## config.mk

```make
export PLATFORM = sky130hd
export DESIGN_NAME = html_text_escape_encoder
export DESIGN_NICKNAME = d
export VERILOG_FILES = /design/src/hdl/hte_pkg.sv /design/src/hdl/hte_classify.sv /design/src/hdl/html_text_escape_encoder.sv
export VERILOG_INCLUDE_DIRS = /design/src /design/src/hdl
export SDC_FILE = /design/constraint.sdc
export NUM_CORES = 1
export LEC_CHECK = 0
export BUFFER_PORTS_ARGS = -buffer_cell sky130_fd_sc_hd__buf_2
export CAP_MARGIN = 10
export CORE_MARGIN = 5
export CORE_UTILIZATION = 49
export CTS_CLUSTER_SIZE = 14
export DETAILED_ROUTE_END_ITERATION = 6
export PLACE_DENSITY = 0.69
export SLEW_MARGIN = 20
export SYNTH_ARGS = -nofsm -noshare
export SYNTH_HDL_FRONTEND = slang
export SYNTH_SLANG_ARGS = --single-unit
```

## constraint.sdc

```tcl
create_clock -name clk_i -period 6.65 [get_ports clk_i]
set_clock_uncertainty 0.15 [all_clocks]
set_input_delay 0.9975 -clock clk_i [delete_from_list [all_inputs] [get_ports clk_i]]
set_output_delay 0.9975 -clock clk_i [all_outputs]
set_load 0.1 [all_outputs]
```

## src/hdl/html_text_escape_encoder_defines.svh

```systemverilog
// Assertion macros for the HTML text escape encoder.
// Depends on nothing; expects clk_i and rst_ni in the including scope.
`ifndef HTML_TEXT_ESCAPE_ENCODER_DEFINES_SVH
`define HTML_TEXT_ESCAPE_ENCODER_DEFINES_SVH

// Clocked check, disabled while reset is asserted
`define HTE_ASSERT(lbl, prop, msg) \
  lbl: assert property (@(posedge clk_i) disable iff (!rst_ni) prop) else $error(msg);

// Clocked check that also holds through reset
`define HTE_ASSERT_ALWAYS(lbl, prop, msg) \
  lbl: assert property (@(posedge clk_i) prop) else $error(msg);

`endif

```

## src/hdl/hte_pkg.sv

```systemverilog
// Shared types, character codes and entity tables for the text escape encoder.
// Depends on nothing.
package hte_pkg;

  localparam int unsigned UNIT_W  = 16;
  localparam int unsigned ENT_MAX = 12;  // longest expansion in units
  localparam int unsigned IDX_W   = 4;   // holds 0 .. ENT_MAX

  // Configuration register indexes
  localparam logic REG_OUTPUT_MODE  = 1'b0;
  localparam logic REG_QUOTE_SPACES = 1'b1;

  // Source characters with special handling
  localparam logic [UNIT_W-1:0] CHR_TAB   = 16'h0009;
  localparam logic [UNIT_W-1:0] CHR_LF    = 16'h000A;
  localparam logic [UNIT_W-1:0] CHR_CR    = 16'h000D;
  localparam logic [UNIT_W-1:0] CHR_SPACE = 16'h0020;
  localparam logic [UNIT_W-1:0] CHR_QUOT  = 16'h0022;
  localparam logic [UNIT_W-1:0] CHR_AMP   = 16'h0026;
  localparam logic [UNIT_W-1:0] CHR_APOS  = 16'h0027;
  localparam logic [UNIT_W-1:0] CHR_LT    = 16'h003C;
  localparam logic [UNIT_W-1:0] CHR_GT    = 16'h003E;

  typedef enum logic [1:0] {
    MODE_HTML      = 2'd0,
    MODE_XML       = 2'd1,
    MODE_XML_ATTR  = 2'd2,
    MODE_PLAIN     = 2'd3
  } out_mode_e;

  // What one source unit expands into
  typedef enum logic [3:0] {
    KIND_PASS,
    KIND_AMP,
    KIND_LT,
    KIND_GT,
    KIND_QUOT,
    KIND_TAB,
    KIND_BR_HTML,
    KIND_BR_XML,
    KIND_APOS,
    KIND_NBSP
  } ent_kind_e;

  // Classifier result handed to the expander
  typedef struct packed {
    ent_kind_e kind;
    logic      drop;      // carriage return: no output, run kept
    logic      is_space;
  } class_t;

  // Number of output units for a kind
  function automatic logic [IDX_W-1:0] ent_len(input ent_kind_e kind);
    logic [IDX_W-1:0] len;
    case (kind)
      KIND_AMP:     len = 4'd5;
      KIND_LT:      len = 4'd4;
      KIND_GT:      len = 4'd4;
      KIND_QUOT:    len = 4'd6;
      KIND_TAB:     len = 4'd12;
      KIND_BR_HTML: len = 4'd5;
      KIND_BR_XML:  len = 4'd6;
      KIND_APOS:    len = 4'd6;
      KIND_NBSP:    len = 4'd6;
      default:      len = 4'd1;
    endcase
    return len;
  endfunction

  // Entity text, first character in the top byte, zero padded on the right
  function automatic logic [ENT_MAX*8-1:0] ent_text(input ent_kind_e kind);
    logic [ENT_MAX*8-1:0] txt;
    case (kind)
      KIND_AMP:     txt = {"&amp;", 56'h0};
      KIND_LT:      txt = {"&lt;", 64'h0};
      KIND_GT:      txt = {"&gt;", 64'h0};
      KIND_QUOT:    txt = {"&quot;", 48'h0};
      KIND_TAB:     txt = "&nbsp;&nbsp;";
      KIND_BR_HTML: txt = {"<br>", 8'h0A, 56'h0};
      KIND_BR_XML:  txt = {"<br/>", 8'h0A, 48'h0};
      KIND_APOS:    txt = {"&apos;", 48'h0};
      KIND_NBSP:    txt = {"&nbsp;", 48'h0};
      default:      txt = '0;
    endcase
    return txt;
  endfunction

  // Character at position idx of an entity
  function automatic logic [7:0] ent_char(input ent_kind_e kind,
                                          input logic [IDX_W-1:0] idx);
    logic [ENT_MAX*8-1:0] txt;
    txt = ent_text(kind);
    return txt[(ENT_MAX - 1 - int'(idx)) * 8 +: 8];
  endfunction

endpackage

```

## src/hdl/hte_classify.sv

```systemverilog
// Decides how one source code unit expands, given mode and space-run state.
// Depends on hte_pkg.
module hte_classify (
  input  logic [hte_pkg::UNIT_W-1:0] code_unit_i,
  input  hte_pkg::out_mode_e         mode_i,
  input  logic                       quote_spaces_i,
  input  logic                       prev_space_i,
  output hte_pkg::class_t            class_o
);
  import hte_pkg::*;

  // Kind selection per character
  always_comb begin
    class_o.drop     = (code_unit_i == CHR_CR);
    class_o.is_space = (code_unit_i == CHR_SPACE);
    case (code_unit_i)
      CHR_SPACE: class_o.kind = (quote_spaces_i && prev_space_i) ? KIND_NBSP : KIND_PASS;
      CHR_AMP:   class_o.kind = KIND_AMP;
      CHR_LT:    class_o.kind = KIND_LT;
      CHR_GT:    class_o.kind = KIND_GT;
      CHR_QUOT:  class_o.kind = KIND_QUOT;
      CHR_TAB:   class_o.kind = KIND_TAB;
      CHR_LF: begin
        case (mode_i)
          MODE_HTML: class_o.kind = KIND_BR_HTML;
          MODE_XML:  class_o.kind = KIND_BR_XML;
          default:   class_o.kind = KIND_PASS;
        endcase
      end
      CHR_APOS:  class_o.kind = (mode_i == MODE_XML_ATTR) ? KIND_APOS : KIND_PASS;
      default:   class_o.kind = KIND_PASS;
    endcase
  end

endmodule

```

## src/hdl/html_text_escape_encoder.sv

```systemverilog
// HTML text escape encoder top level: config registers, expander, output register.
// Depends on hte_pkg, hte_classify and html_text_escape_encoder_defines.svh.
//
// Takes one UTF-16 code unit per transaction and returns its escaped form as
// one or more output units, last_of_run_o marking the final unit of each input.
// The expansion register steps through an input's output units, so an input
// that expands to several units holds the input side until its last unit is
// loaded into the output register; plain units stream at one per cycle while
// the output is not stalled, via the expansion and output registers. A carriage
// return produces nothing. Config writes apply to inputs taken after the write.
`include "html_text_escape_encoder_defines.svh"

module html_text_escape_encoder (
  input  logic                       clk_i,
  input  logic                       rst_ni,
  // configuration write port
  input  logic                       cfg_we_i,
  input  logic                       cfg_idx_i,
  input  logic [1:0]                 cfg_data_i,
  // input channel
  input  logic                       in_valid_i,
  output logic                       in_ready_o,
  input  logic [hte_pkg::UNIT_W-1:0] code_unit_i,
  input  logic                       first_of_text_i,
  // output channel
  output logic                       out_valid_o,
  input  logic                       out_ready_i,
  output logic [hte_pkg::UNIT_W-1:0] out_unit_o,
  output logic                       last_of_run_o
);
  import hte_pkg::*;

  out_mode_e           mode_q;
  logic                quote_q;
  logic                prev_space_q;
  logic                prev_eff;
  class_t              cls;

  logic                busy_q;
  ent_kind_e           kind_q;
  logic [UNIT_W-1:0]   unit_q;
  logic [IDX_W-1:0]    idx_q;

  logic                out_valid_q;
  logic [UNIT_W-1:0]   out_unit_q;
  logic                out_last_q;

  logic                load_out;
  logic                last_char;
  logic                in_acc;
  logic [UNIT_W-1:0]   char_d;

  // Configuration registers
  always_ff @(posedge clk_i or negedge rst_ni) begin
    if (!rst_ni) begin
      mode_q  <= MODE_HTML;
      quote_q <= 1'b0;
    end else if (cfg_we_i) begin
      case (cfg_idx_i)
        REG_OUTPUT_MODE:  mode_q  <= out_mode_e'(cfg_data_i);
        REG_QUOTE_SPACES: quote_q <= cfg_data_i[0];
        default:          ;
      endcase
    end
  end

  // Classify the incoming unit; a new text starts with no space run
  assign prev_eff = first_of_text_i ? 1'b0 : prev_space_q;

  hte_classify u_classify (
    .code_unit_i    (code_unit_i),
    .mode_i         (mode_q),
    .quote_spaces_i (quote_q),
    .prev_space_i   (prev_eff),
    .class_o        (cls)
  );

  // Handshake: expander steps when the output register can take a unit
  assign load_out   = busy_q && (!out_valid_q || out_ready_i);
  assign last_char  = (idx_q == ent_len(kind_q) - 4'd1);
  assign in_ready_o = !busy_q || (load_out && last_char);
  assign in_acc     = in_valid_i && in_ready_o;

  // Space-run state
  always_ff @(posedge clk_i or negedge rst_ni) begin
    if (!rst_ni) begin
      prev_space_q <= 1'b0;
    end else if (in_acc) begin
      prev_space_q <= cls.drop ? prev_eff : cls.is_space;
    end
  end

  // Expansion register: current kind and position
  always_ff @(posedge clk_i or negedge rst_ni) begin
    if (!rst_ni) begin
      busy_q <= 1'b0;
      idx_q  <= '0;
    end else if (in_acc) begin
      busy_q <= !cls.drop;
      idx_q  <= '0;
    end else if (load_out) begin
      busy_q <= !last_char;
      idx_q  <= idx_q + 4'd1;
    end
  end

  always_ff @(posedge clk_i) begin
    if (in_acc) begin
      kind_q <= cls.kind;
      unit_q <= code_unit_i;
    end
  end

  // Unit for the current position
  assign char_d = (kind_q == KIND_PASS) ? unit_q : {8'h00, ent_char(kind_q, idx_q)};

  // Output register
  always_ff @(posedge clk_i or negedge rst_ni) begin
    if (!rst_ni) begin
      out_valid_q <= 1'b0;
    end else if (load_out) begin
      out_valid_q <= 1'b1;
    end else if (out_ready_i) begin
      out_valid_q <= 1'b0;
    end
  end

  always_ff @(posedge clk_i) begin
    if (load_out) begin
      out_unit_q <= char_d;
      out_last_q <= last_char;
    end
  end

  assign out_valid_o   = out_valid_q;
  assign out_unit_o    = out_unit_q;
  assign last_of_run_o = out_last_q;

  // Checks
  `HTE_ASSERT(a_idx_in_range, busy_q |-> (idx_q < ent_len(kind_q)), "expander index past entity end")
  `HTE_ASSERT(a_start_at_zero, (in_acc && !cls.drop) |=> (busy_q && idx_q == '0), "new item not started at first unit")
  `HTE_ASSERT(a_pass_single, (load_out && kind_q == KIND_PASS) |-> last_char, "pass-through unit not marked last")
  `HTE_ASSERT_ALWAYS(a_reset_idle, !rst_ni |-> (!busy_q && !out_valid_q), "block not idle in reset")

endmodule
```

==> results.sh, run 1 <==
export IMPL_status="complete, no violations"
export IMPL_fin_crit_ns=4.177
export IMPL_relSlewSlack=0.3419
export IMPL_dp_cells=467
export IMPL_critPathMaxFanout=39
export IMPL_cts_buffers=9
export IMPL_pwr_share_seq=0.358
export IMPL_postCtsResizedCells=0
export IMPL_tightest_slew_ns=0.9872
export IMPL_cts_num_sinks=76
export IMPL_antenna_found_initial=0
export IMPL_timing_max_cap_violations=0
export IMPL_wl_per_cell_um=16.22
export IMPL_power_leakage_nw=1.634
export IMPL_path_class="reg2reg"
export IMPL_final_max_slew_viol_count=0
export IMPL_fin_util=0.5536
export IMPL_powerDensity_nw_per_um2=534.0
export IMPL_period_share=0.6281
export IMPL_drtPass1Iterations=5
export IMPL_coreArea_um2=7607
export IMPL_ys_types=71
export IMPL_drtIter0Drc=178
export IMPL_syn_num_nets=370
export IMPL_avgViaCountPerCell=5.530
export IMPL_start_kind="register"
export IMPL_cts_clk_slew_worst_paths_ns=0.09
export IMPL_root_buffer="clkbuf_8"
export IMPL_wirelength_mm=7.833
export IMPL_fmaxAchievable_mhz=239.4
export IMPL_clkLatencyLatePin_ns=0.35
export IMPL_cts_setup_buffers=0
export IMPL_gp_congestion=0.8898
export IMPL_p_sw_mw=1.092
export IMPL_hold_path_class="in2async"
export IMPL_crit_required_ns=6.79
export IMPL_async_flop_share=0.1316
export IMPL_yosysSeqAreaShare=0.5173
export IMPL_placement_rows=32
export IMPL_cts_tree="built"
export IMPL_io_buffers=43
export IMPL_synth_warnings=0
export IMPL_cp_arrival_ns=4.32
export IMPL_drive_gt1_frac=0.2441
export IMPL_swShare=0.4855
export IMPL_critPathLaunch="idx_q[0]"
export IMPL_power_internal_mw=1.157
export IMPL_p_clk_frac=0.148
export IMPL_pwr_share_comb=0.494
export IMPL_power_mw=2.249
export IMPL_vdd_ir_drop_max_mv=0.2311
export IMPL_diodes=0
export IMPL_drc=0
export IMPL_die_x_um=97.53
export IMPL_final_antenna_net_count=0
export IMPL_instances_no_fill=483
export IMPL_overflow=0
export IMPL_dieArea_um2=9511
export IMPL_r2r_cells=11
export IMPL_synth_area_um2=3754
export IMPL_synthFlopType="edfxtp_1"
export IMPL_critPathCaptureType="register"
export IMPL_grt_pass1_wl_mm=13.14
export IMPL_grt_max_degree=40
export IMPL_yosys_register_bits=76
export IMPL_vias=2671
export IMPL_synthCells=335
export IMPL_clockBufferDepth=2
export IMPL_die_y_um=97.53
export IMPL_r2r_slack_ns=2.47
export IMPL_synth_edf_count=37
export IMPL_setup_viol=0
export IMPL_hold_viol_final=0
export IMPL_start_util=0.4934
export IMPL_num_io_pins=44
export IMPL_grt_use_total=0.1737
export IMPL_avgSynthCellArea_um2=11.20
export IMPL_rsz0062_at_grt="false"
export IMPL_cts_hold_fix_buffers=0
export IMPL_cts_htree_levels=3
export IMPL_post_dp_hpwl_mm=5.730
export IMPL_worstReg2RegStart="idx_q[0]"
export IMPL_fin_nets=411
export IMPL_grt_pass1_vias=2544
export IMPL_setup_tns_final_ns=0
export IMPL_area_delta_synth_final_pct=12.20
## synth_stat cells, types with 3 or more instances
master,n,area share
nand2b_1,7,0.012
a211oi_1,3,0.0060
dfrtp_1,10,0.067
o21ai_0,15,0.020
nor2_1,27,0.027
a311oi_1,3,0.0070
dfxtp_1,29,0.15
mux2_2,6,0.018
nor3_1,3,0.0040
mux2i_1,7,0.019
xnor2_1,6,0.014
a22o_1,5,0.012
clkbuf_1,9,0.0090
o21bai_1,3,0.0060
nor2b_1,9,0.015
xor2_1,5,0.012
o21ai_1,3,0.0040
nand3_1,3,0.0040
nand4_1,3,0.0050
nor3b_1,3,0.0060
inv_1,10,0.010
nand2_1,28,0.028
edfxtp_1,37,0.30
a22oi_1,4,0.0080
a21oi_1,13,0.017
o21ai_2,3,0.0070
a31oi_1,4,0.0067
and2_1,11,0.018
nor4_1,5,0.0083
ha_1,10,0.033
## layer usage
layer / part of all wire / global-route usage
met1: 0.46 / 0.2396
met2: 0.47 / 0.2657
met3: 0.053 / 0.03877
met4: 0.019 / 0.06922
met5: 0 / 0
## worst max-delay path, stage by stage, from the launching register on
cell	delay [ns]
dfrtp_1	0.89
xor2_1	0.20
nand2_1	0.11
o41ai_2	0.30
nand2_2	0.14
inv_2	0.64
mux2i_4	0.59
ha_1	0.40
nor2b_1	0.18
a211oi_1	0.06
a311oi_1	0.34
a21o_1	0.13
## kinds of logic (layout without fill, tap and decap cells)
group / after synthesis / after routing / synth area share
multiplexers: 19 / 19 / 0.06633
flip-flops: 76 / 76 / 0.5173
AND/OR/NAND/NOR: 118 / 118 / 0.1757
buffers and inverters: 26 / 72 / 0.03600
AO/OA/AOI/OAI: 75 / 75 / 0.1457
adder cells (fa/ha/maj): 10 / 10 / 0.03333
XOR/XNOR: 11 / 11 / 0.02567
## power by group through the flow
stage          clock network, mW  logic, mW  registers [mW]
2_1_floorplan                  0      0.682            1.04
3_3_place_gp                   0       1.10           0.809
3_5_place_dp                   0       1.11           0.815
4_1_cts                    0.340       1.11           0.805
5_1_grt                    0.365       1.21           0.827
6_report                   0.333       1.11           0.804
## cells in the final DEF (no fill, tap or decap), types with 3 or more instances in the layout
master / count
xor2_1: 5
nor4_1: 4
a21oi_1: 13
nor3_1: 3
o21ai_2: 3
nor3b_1: 3
o21ai_0: 15
nand4_1: 3
inv_8: 3
nor2b_1: 9
nand3_1: 3
nand2b_1: 7
ha_1: 10
o21bai_1: 3
inv_1: 10
a22oi_1: 4
mux2_2: 6
buf_2: 43
nor2_1: 27
a211oi_1: 3
edfxtp_1: 37
o21ai_1: 3
clkbuf_8: 9
a311oi_1: 3
dfxtp_1: 29
mux2i_1: 7
and2_1: 11
a22o_1: 5
xnor2_1: 6
nand2_1: 28
dfrtp_1: 10
a31oi_1: 4
## cell type report
type                    instances  area, µm²
clock buffers                   9      123.9
clock inverters                 7      67.56
fillers                       660       3396
inverters                      12      45.04
multi-input cells             233       1683
flip-flops and latches         76       1942
well taps                     102      127.6
repair buffers                 44      222.7
## metrics by stage
stage | area [µm²] | worst slack, ns | hold slack [ns]
after global placement | 4020 | 2.549 | 0.3318
after CTS | 4212 | 2.499 | 0.3436
after floorplan | 3754 | 1.682 | 0.3091
final | 4212 | 2.473 | 0.3447
after global routing | 4212 | 2.136 | 0.3364
after detailed placement | 4020 | 2.444 | 0.3522
## worst min path at each step
stage | startpoint | end | slack (ns) | cells after the start
finish | rst_ni | out_valid_o | 0.34 | 1
global route | rst_ni | out_valid_o | 0.34 | 1
CTS | rst_ni | out_valid_o | 0.34 | 1
detailed placement | unit_q[12] | out_unit_o[12] | 0.35 | 1
global placement | quote_q | quote_q | 0.33 | 1
floorplan | prev_space_q | prev_space_q | 0.31 | 2
Note: power is estimated with default switching activity, not from simulation.
==> run 2: changes to the inputs <==
--- a/config.mk
+++ b/config.mk
@@ -12,7 +12,7 @@
 export CORE_UTILIZATION = 49
 export CTS_CLUSTER_SIZE = 14
 export DETAILED_ROUTE_END_ITERATION = 6
-export PLACE_DENSITY = 0.69
+export PLACE_DENSITY = 0.72
 export SLEW_MARGIN = 20
 export SYNTH_ARGS = -nofsm -noshare
 export SYNTH_HDL_FRONTEND = slang
==> constraint.sdc (replaced) <==
create_clock -name clk_i -period 3.68 [get_ports clk_i]
set_clock_uncertainty 0.15 [all_clocks]
set_input_delay 0.552 -clock clk_i [delete_from_list [all_inputs] [get_ports clk_i]]
set_output_delay 0.552 -clock clk_i [all_outputs]
set_load 0.1 [all_outputs]
==> results.sh, run 2 (same netlist as run 1, synthesis figures left out) <==
export IMPL_vias=2719
export IMPL_met1_length_mm=3.787
export IMPL_cp_num_cells=15
export IMPL_holdWs_ns=0.2242
export IMPL_hold_viol_final=0
export IMPL_hold_path_class="in2reg"
export IMPL_design_area_um2=4347
export IMPL_grt_max_degree=30
export IMPL_start_util=0.4934
export IMPL_fmaxAchievable_mhz=303.2
export IMPL_coreArea_um2=7607
export IMPL_io_buffers=43
export IMPL_fillers=658
export IMPL_cts_buffers=9
export IMPL_num_io_pins=44
export IMPL_critPathMaxFanout=11
export IMPL_wl_met3_um=391
export IMPL_crit_top_cell="a21oi_1"
export IMPL_die_x_um=97.53
export IMPL_setup_viol=0
export IMPL_slowest_delay_ns=0.42
export IMPL_die_y_um=97.53
export IMPL_diodes=0
export IMPL_fin_crit_ns=3.298
export IMPL_instances_no_fill=491
export IMPL_vdd_ir_drop_max_mv=0.6143
export IMPL_drive_gt1_frac=0.2828
export IMPL_r2r_slack_ns=0.38
export IMPL_power_mw=4.211
export IMPL_start_kind="register"
export IMPL_multi_input_area_um2=1753
export IMPL_ff_latch_area_um2=1944
export IMPL_layout_common_cells="buf_2, edfxtp_1, dfxtp_1"
export IMPL_fin_nets=419
export IMPL_relSlewSlack=0.3558
export IMPL_fin_util=0.5714
export IMPL_cts_tree="built"
export IMPL_avgViaCountPerCell=5.538
export IMPL_grt_use_total=0.1817
export IMPL_powerDensity_nw_per_um2=968.8
export IMPL_r2r_cells=15
export IMPL_cts_htree_levels=3
export IMPL_drc=0
export IMPL_overflow=0
export IMPL_root_buffer="clkbuf_8"
export IMPL_rsz0062_at_grt="false"
export IMPL_cts_num_sinks=76
export IMPL_cp_arrival_ns=3.38
export IMPL_holdPathStages=1
export IMPL_cts_setup_buffers=0
export IMPL_grt_pass1_wl_mm=13.72
export IMPL_path_class="reg2reg"
export IMPL_worstHoldEndpoint="unit_q[12]"
export IMPL_power_leakage_nw=1.684
export IMPL_cts_clk_slew_worst_paths_ns=0.09
export IMPL_wl_met2_mm=3.756
export IMPL_dieArea_um2=9511
export IMPL_layout_commonest_cell="buf_2"
export IMPL_crit_required_ns=3.76
export IMPL_cp_num_buf_inv=4
export IMPL_antenna_found_initial=0
export IMPL_area_delta_synth_final_pct=15.80
export IMPL_drtPass1Iterations=4
export IMPL_routed_top_layer="met4"
export IMPL_clkLatencyLatePin_ns=0.36
export IMPL_crit_path_top_delay_cell="o41ai_4"
export IMPL_period_share=0.8961
export IMPL_grt_pass1_vias=2724
export IMPL_final_max_slew_viol_count=0
export IMPL_timing_max_cap_violations=0
export IMPL_worstHoldStart="code_unit_i[12]"
export IMPL_critPathCaptureType="register"
export IMPL_gp_congestion=0.9200
export IMPL_wl_per_cell_um=16.73
export IMPL_path_cells="inv_1, ha_1, xor2_1, nand2_1, o41ai_4, nand2_2, inv_2, mux2i_4, buf_4, inv_4, ha_4, a21oi_1, nor2_1, a311oi_1, a21oi_1"
export IMPL_dp_cells=474
export IMPL_placedInstanceArea_um2=4148
export IMPL_path_delay_family="compound AO/OA/AOI/OAI gates"
export IMPL_clockBufferDepth=2
export IMPL_wirelength_mm=8.212
export IMPL_placement_rows=32
export IMPL_tightest_slew_ns=0.9663
export IMPL_final_antenna_net_count=0
export IMPL_postCtsResizedCells=0
export IMPL_status="complete, no violations"
export IMPL_post_dp_hpwl_mm=5.981
export IMPL_drtIter0Drc=139
## run 2: changes by cell type in the layout (fill, tap and decap cells not counted), moves of 2 or more
cell / before / now
buf_4: 1 / 8
ha_1: 10 / 7
ha_4: 0 / 3
nand2b_1: 7 / 5
nand2b_4: 0 / 2
## run 2: layout make-up
cell class / count / area share
Inverter: 12 / 0.01094
Sequential cell: 76 / 0.4473
Clock buffer: 9 / 0.02850
Timing Repair Buffer: 52 / 0.06563
Multi-Input combinational cell: 233 / 0.4033
Tap cell: 102 / 0.02936
Clock inverter: 7 / 0.01497
## run 2: per-stage QoR
stage | setup TNS, ns | worst slack [ns]
after floorplan | -2.467 | -0.3479
after global placement | 0 | 0.4843
after detailed placement | 0 | 0.3792
after CTS | 0 | 0.3718
after global routing | 0 | 0.1304
final | 0 | 0.3822
## run 2: repair_timing
action | in CTS | in global routing
endpoints found under the setup margin | 0 | 0
hold buffers | 1 | 0
endpoints found under the hold margin | 10 | 0
## run 2: routing by layer
| layer | vias to the layer above | track usage |
|---|---|---|
| met5 | - | 0 |
| met4 | 0 | 0.09904 |
| met3 | 24 | 0.03159 |
| met2 | 88 | 0.2783 |
| met1 | 1282 | 0.2442 |
| li1 | 1325 | - |
## run 2: report_power, final
part	internal [mW]	leakage (nW)	switching (mW)
logic	0.676	0.878	1.56
clock network	0.261	0.0943	0.343
registers	1.24	0.712	0.133
## run 2: worst max path at each step
stage,start,end,slack [ns]
final,register,register,0.38
after global routing,register,register,0.13
after CTS,register,register,0.37
after detailed placement,register,register,0.38
after global placement,register,register,0.48
after floorplan,register,register,-0.35
